**src/hw/rtl/apnt_pkg.sv**
```systemverilog
`timescale 1ns / 1ps
// ----------------------------------------------------------------------------
// apnt_pkg
// Shared types, constants and field helpers for the affine point and normal
// transform pipeline.
// ----------------------------------------------------------------------------
package apnt_pkg;

  localparam int POINT_W_DEF  = 28;
  localparam int NORMAL_W_DEF = 16;

  localparam int COEF_W      = 16;
  localparam int ROW_W       = 3 * COEF_W;
  localparam int PACK_W      = 21;
  localparam int PACK3_W     = 3 * PACK_W;
  localparam int CFG_IDX_W   = 3;
  localparam int OFF_SHIFT   = 4;
  localparam int TRANS_SHIFT = 18;
  localparam int RND_SHIFT   = 14;

  localparam int MAG_W = 30;
  localparam int SQ_W  = 2 * MAG_W + 2;
  localparam int LEN_W = SQ_W / 2;

  localparam int PNT_LAT = 3;
  localparam int ROT_LAT = 7;
  localparam int ISQ_LAT = LEN_W;

  localparam logic [ROW_W-1:0] ROW_Z_RST = ROW_W'(16384);
  localparam logic [ROW_W-1:0] ROW_Y_RST = ROW_W'(16384) << COEF_W;
  localparam logic [ROW_W-1:0] ROW_X_RST = ROW_W'(16384) << (2 * COEF_W);

  typedef enum logic [CFG_IDX_W-1:0] {
    REG_ROW_Z  = 3'd0,
    REG_ROW_Y  = 3'd1,
    REG_ROW_X  = 3'd2,
    REG_TRANS  = 3'd3,
    REG_OFFSET = 3'd4,
    REG_OFF_EN = 3'd5
  } cfg_reg_t;

  typedef struct packed {
    logic [ROW_W-1:0]   row_z;
    logic [ROW_W-1:0]   row_y;
    logic [ROW_W-1:0]   row_x;
    logic [PACK3_W-1:0] trans;
    logic [PACK3_W-1:0] offset;
    logic               off_en;
  } xform_cfg_t;

  function automatic logic signed [COEF_W-1:0] coef_of(input logic [ROW_W-1:0] row,
                                                       input int unsigned col);
    return row[col*COEF_W +: COEF_W];
  endfunction

  function automatic logic signed [PACK_W-1:0] pack_of(input logic [PACK3_W-1:0] v,
                                                       input int unsigned k);
    return v[k*PACK_W +: PACK_W];
  endfunction

endpackage

```
**src/hw/rtl/apnt_isqrt.sv**
```systemverilog
`timescale 1ns / 1ps
// ----------------------------------------------------------------------------
// apnt_isqrt
// Pipelined floor square root, one result bit per stage, with a side
// channel that travels alongside.
// ----------------------------------------------------------------------------
module apnt_isqrt import apnt_pkg::*; #(
  parameter int PASS_W = 1
) (
  input  logic              clk,
  input  logic              rst,
  input  logic              in_vld,
  input  logic [SQ_W-1:0]   radicand,
  input  logic [PASS_W-1:0] pass_in,
  output logic              out_vld,
  output logic [LEN_W-1:0]  root,
  output logic [PASS_W-1:0] pass_out
);

  logic              vq [ISQ_LAT];
  logic [SQ_W-1:0]   rem_q [ISQ_LAT];
  logic [SQ_W-1:0]   rt_q [ISQ_LAT];
  logic [PASS_W-1:0] ps_q [ISQ_LAT];

  for (genvar k = 0; k < ISQ_LAT; k++) begin : g_stage
    localparam logic [SQ_W-1:0] BIT = SQ_W'(1) << (2 * (ISQ_LAT - 1 - k));
    logic              v_i;
    logic [SQ_W-1:0]   rem_i;
    logic [SQ_W-1:0]   rt_i;
    logic [PASS_W-1:0] ps_i;
    logic [SQ_W-1:0]   trial;

    if (k == 0) begin : g_first
      assign v_i   = in_vld;
      assign rem_i = radicand;
      assign rt_i  = '0;
      assign ps_i  = pass_in;
    end else begin : g_next
      assign v_i   = vq[k-1];
      assign rem_i = rem_q[k-1];
      assign rt_i  = rt_q[k-1];
      assign ps_i  = ps_q[k-1];
    end

    assign trial = rt_i + BIT;

    always_ff @(posedge clk) begin
      if (rst) begin
        vq[k] <= 1'b0;
      end else begin
        vq[k] <= v_i;
      end
    end

    always_ff @(posedge clk) begin
      ps_q[k] <= ps_i;
      if (rem_i >= trial) begin
        rem_q[k] <= rem_i - trial;
        rt_q[k]  <= (rt_i >> 1) + BIT;
      end else begin
        rem_q[k] <= rem_i;
        rt_q[k]  <= rt_i >> 1;
      end
    end
  end

  assign out_vld  = vq[ISQ_LAT-1];
  assign root     = rt_q[ISQ_LAT-1][LEN_W-1:0];
  assign pass_out = ps_q[ISQ_LAT-1];

endmodule

```
**config.mk**
```make
export PLATFORM = sky130hd
export DESIGN_NAME = apnt_isqrt
export DESIGN_NICKNAME = d
export VERILOG_FILES = /design/src/hw/rtl/apnt_pkg.sv /design/src/hw/rtl/apnt_isqrt.sv
export SDC_FILE = /design/constraint.sdc
export NUM_CORES = 2
export LEC_CHECK = 0
export BUFFER_PORTS_ARGS = -buffer_cell sky130_fd_sc_hd__buf_2
export CORE_MARGIN = 2
export CORE_UTILIZATION = 65
export DETAILED_ROUTE_END_ITERATION = 7
export PLACE_DENSITY = 0.8
export SLEW_MARGIN = 30
export SYNTH_ARGS = -nofsm -noshare
export SYNTH_HDL_FRONTEND = slang
export SYNTH_SLANG_ARGS = --single-unit
```
**constraint.sdc**
```tcl
create_clock -name clk -period 8.2 [get_ports clk]
set_input_delay 1.64 -clock clk [delete_from_list [all_inputs] [get_ports clk]]
set_output_delay 1.64 -clock clk [all_outputs]
set_load 0.01 [all_outputs]
```
==> results.ini <==
[placed_design]
io_buffers = 98
place_congestion = 0.9477
dpl.hpwl_um = 166900

[timing]
finalWorstPathRequiredPeriod_ns = 4.155
timing.final.max_slew_violations = 0
finClkSkew_ns = 0.05751
grt_setup_unrepaired = no
tightestPinTransition_ns = 1.036
setup-tns-final_ns = 0
fmaxAchievable_mhz = 240.7
final_hold_viol_count = 0
setup-violations-final = 0
max-slew-margin-rel_pct = 30.32
timing.final.crit_share_pct = 50.66

[route]
wl_met2_um = 109200
detail_route.first_pass.iterations = 6
drt.antenna.violating_nets = 0
totalWireLength_um = 225500
post-route-drc-count = 0
via_per_inst = 5.857
drtIter0Drc = 5348
vias = 65519
drt-wirelength-per-cell_um = 20.16
top_signal_layer_used = met5
met3WireLength_um = 12370
m1WireLength_um = 96740

[power]
total_leakage_power_nw = 46.14
p_per_area_mw_per_mm2 = 361.5
power.ir.vdd_worst_v = 0.0002832

[logic_synthesis]
synth_enable_flop_cells = 0
post_synth_mux_area_share_pct = 0.9353
synth_ff_type = sky130_fd_sc_hd__dfxtp_1
synth_top_cells_by_count = 2418 x sky130_fd_sc_hd__dfxtp_1, 658 x sky130_fd_sc_hd__inv_1, 607 x sky130_fd_sc_hd__nand2_1, 573 x sky130_fd_sc_hd__nor2_1, 569 x sky130_fd_sc_hd__a21oi_1
synth_area_per_cell_sq_um = 10.01
combinational_family_with_the_most_area_after_synthesis = simple AND/OR/NAND/NOR gates
synthesis.instances = 9023
yosys.area.top_type_share_pct = 53.61
yosys.cell_count.top_type = sky130_fd_sc_hd__dfxtp_1
ys_ff_latch = 2418
postSynth.asyncResetShare_pct = 0
synth_simple_gate_area_share_pct = 15.50
synth-adder-area-share_pct = 7.275
netlist_area_sq_mm = 0.09030
yosysTopAreaCell = sky130_fd_sc_hd__dfxtp_1
synth_cell_types = 93
syn-num-nets = 9614
synth-seq-area-share_pct = 53.61
synth.top_cells.by_area = sky130_fd_sc_hd__dfxtp_1 54%, sky130_fd_sc_hd__ha_1 7.3%, sky130_fd_sc_hd__xnor2_1 4.4%, sky130_fd_sc_hd__xor2_1 3.6%, sky130_fd_sc_hd__a21oi_1 3.2%
synth_compound_area_share_pct = 11.19
yosys.area_share.xor_xnor_pct = 8.021
ys.warnings.count = 0

[global_route]
antenna_found_initial = 8
remaining_overflow_grt = 0
grt_usage_pct = 31.27
grt_pass1_vias = 64826
grt_first_pass_wirelength_um = 354100
grt_start_max_net_pins = 61

[status]
outcome = finished clean

[worst_setup_path]
setup.worst_path.class = flop to flop
cp_data_required_time_ns = 8.97
timing.critical_path.arrival_ns = 4.92
worst-path-max-fanout = 10
worst_setup_path_start_kind = flop
critical_path.endpoint_type = flop

[cts]
cts_max_path_buffers = 3
cts.clk_slew.worst_paths_ns = 0.06
cts_sinks = 2418
ctsHoldBuffers = 0
clock_tree_from_tritoncts = done
number_of_buffers_added_by_the_clock_tree_synthesis_step = 223
worst_skew_late_latency_ns = 0.85
cts_repair_resize_count = 0
h-tree-depth = 4
clk_root_buffer_cell = sky130_fd_sc_hd__clkbuf_16
cts_post_setup_buffers_inserted = 0

[floorplanning]
dieHeight_um = 376.7
die_w_um = 376.7
initial_utilization_pct = 65.59
fp.coreArea_sq_mm = 0.1377
design.die.area_sq_mm = 0.1419
num_io_pins = 99
fp-row-count = 136

[hold_path]
holdCritPathClass = flop to flop

[final_layout]
final_util_pct = 73.06
fillers = 9606
layout-area-overhead-vs-synth_pct = 11.39
nets = 9797
fraction_of_layout_cells_with_a_size_suffix_above_1_pct = 6.932

[job]
maxCapViolations = 0

## routing by layer
metal / up-vias / global-route usage [%]
met4: 2 / 10.23
li1: 31624 / -
met1: 31338 / 39.81
met2: 2020 / 54.35
met3: 535 / 4.690
met5: - / 0
## metrics by stage
| stage | hold WS (ns) | instances | cell area (sq um) | setup slack (ns) | power (mW) |
|---|---|---|---|---|---|
| 2_1_floorplan | 0.3096 | 9023 | 90300 | 4.963 | 22.62 |
| 3_5_place_dp | 0.3128 | 10773 | 92660 | 4.136 | 25.43 |
| 6_report | 0.3133 | 11186 | 100600 | 4.045 | 36.36 |
| 3_3_place_gp | 0.3095 | 10772 | 92600 | 3.858 | 25.26 |
| 5_1_grt | 0.3040 | 11185 | 100600 | 3.725 | 38.10 |
| 4_1_cts | 0.3121 | 11183 | 100500 | 4.117 | 36.33 |
## flip-flops by register name (all words and copies together), names as in the netlist
| name | cells |
|---|---|
| vq | 31 |
| rem_q | 1860 |
| rt_q | 496 |
| ps_q | 31 |
## power breakdown
group	switching, mW	leakage (nW)	internal [mW]
clock	4.59	3.81	6.27
sequential	2.40	20.3	14.4
combinational	4.91	22.1	3.83
total	11.9	46.1	24.5
## cells by family after synthesis
| family | count (synthesis) |
|---|---|
| AOI/OAI and AO/OA | 1649 |
| muxes | 75 |
| and+or+nand+nor | 2704 |
| adders and majority gates | 525 |
| xor gates and xnor gates | 827 |
| DFF | 2418 |
| buffers and inverters | 825 |
## critical path: stages, from the launching register on
cell	delay, ns
sky130_fd_sc_hd__dfxtp_1	0.41
sky130_fd_sc_hd__inv_1	0.09
sky130_fd_sc_hd__ha_1	0.25
sky130_fd_sc_hd__nor2b_1	0.16
sky130_fd_sc_hd__o21a_1	0.18
sky130_fd_sc_hd__o21ai_0	0.19
sky130_fd_sc_hd__a21oi_1	0.28
sky130_fd_sc_hd__o21bai_1	0.21
sky130_fd_sc_hd__a2111oi_0	0.87
sky130_fd_sc_hd__nor3_4	0.06
sky130_fd_sc_hd__nor4b_2	0.80
sky130_fd_sc_hd__nor4b_1	0.40
sky130_fd_sc_hd__xor2_1	0.18
## layout by cell type, fill, tap and decap left out, types with 41 or more instances in the layout
master and count:
sky130_fd_sc_hd__a21o_1 206, sky130_fd_sc_hd__a21oi_1 568, sky130_fd_sc_hd__a31oi_1 41, sky130_fd_sc_hd__buf_2 98, sky130_fd_sc_hd__clkbuf_16 225, sky130_fd_sc_hd__clkbuf_8 44
sky130_fd_sc_hd__dfxtp_1 2418, sky130_fd_sc_hd__ha_1 525, sky130_fd_sc_hd__inv_1 658, sky130_fd_sc_hd__mux2_2 59, sky130_fd_sc_hd__nand2_1 607, sky130_fd_sc_hd__nand2b_1 105
sky130_fd_sc_hd__nand3_1 160, sky130_fd_sc_hd__nand4_1 150, sky130_fd_sc_hd__nor2_1 573, sky130_fd_sc_hd__nor2b_1 118, sky130_fd_sc_hd__nor3_1 241, sky130_fd_sc_hd__nor4_1 310
sky130_fd_sc_hd__nor4b_1 49, sky130_fd_sc_hd__o21a_1 111, sky130_fd_sc_hd__o21ai_0 420, sky130_fd_sc_hd__or3_1 88, sky130_fd_sc_hd__or4_1 58, sky130_fd_sc_hd__xnor2_1 457
sky130_fd_sc_hd__xor2_1 370
## area by class of cell
type,instances,area (sq um),area share (%)
diodes,1,2.502,0.002488
clock inverters,111,1525,1.516
flip-flops and latches,2418,48410,48.13
clock buffers,299,6349,6.312
well taps,1794,2245,2.232
inverters,661,2482,2.468
repair buffers,122,681.9,0.6780
multi-input cells,5780,38890,38.67
## path summary, 6_finish.rpt
path / start / end / slack [ns] / depth (start not counted)
setup / recovery: rem_q[1][566] / rem_q[1][676] / 4.05 / 12
hold / removal: ps_q[1][7] / ps_q[1][8] / 0.31 / 0
setup reg to reg: rem_q[1][566] / rem_q[1][676] / 4.05 / 12
hold reg to reg: ps_q[1][7] / ps_q[1][8] / 0.31 / 0
Note: power is estimated with default switching activity, not from simulation.
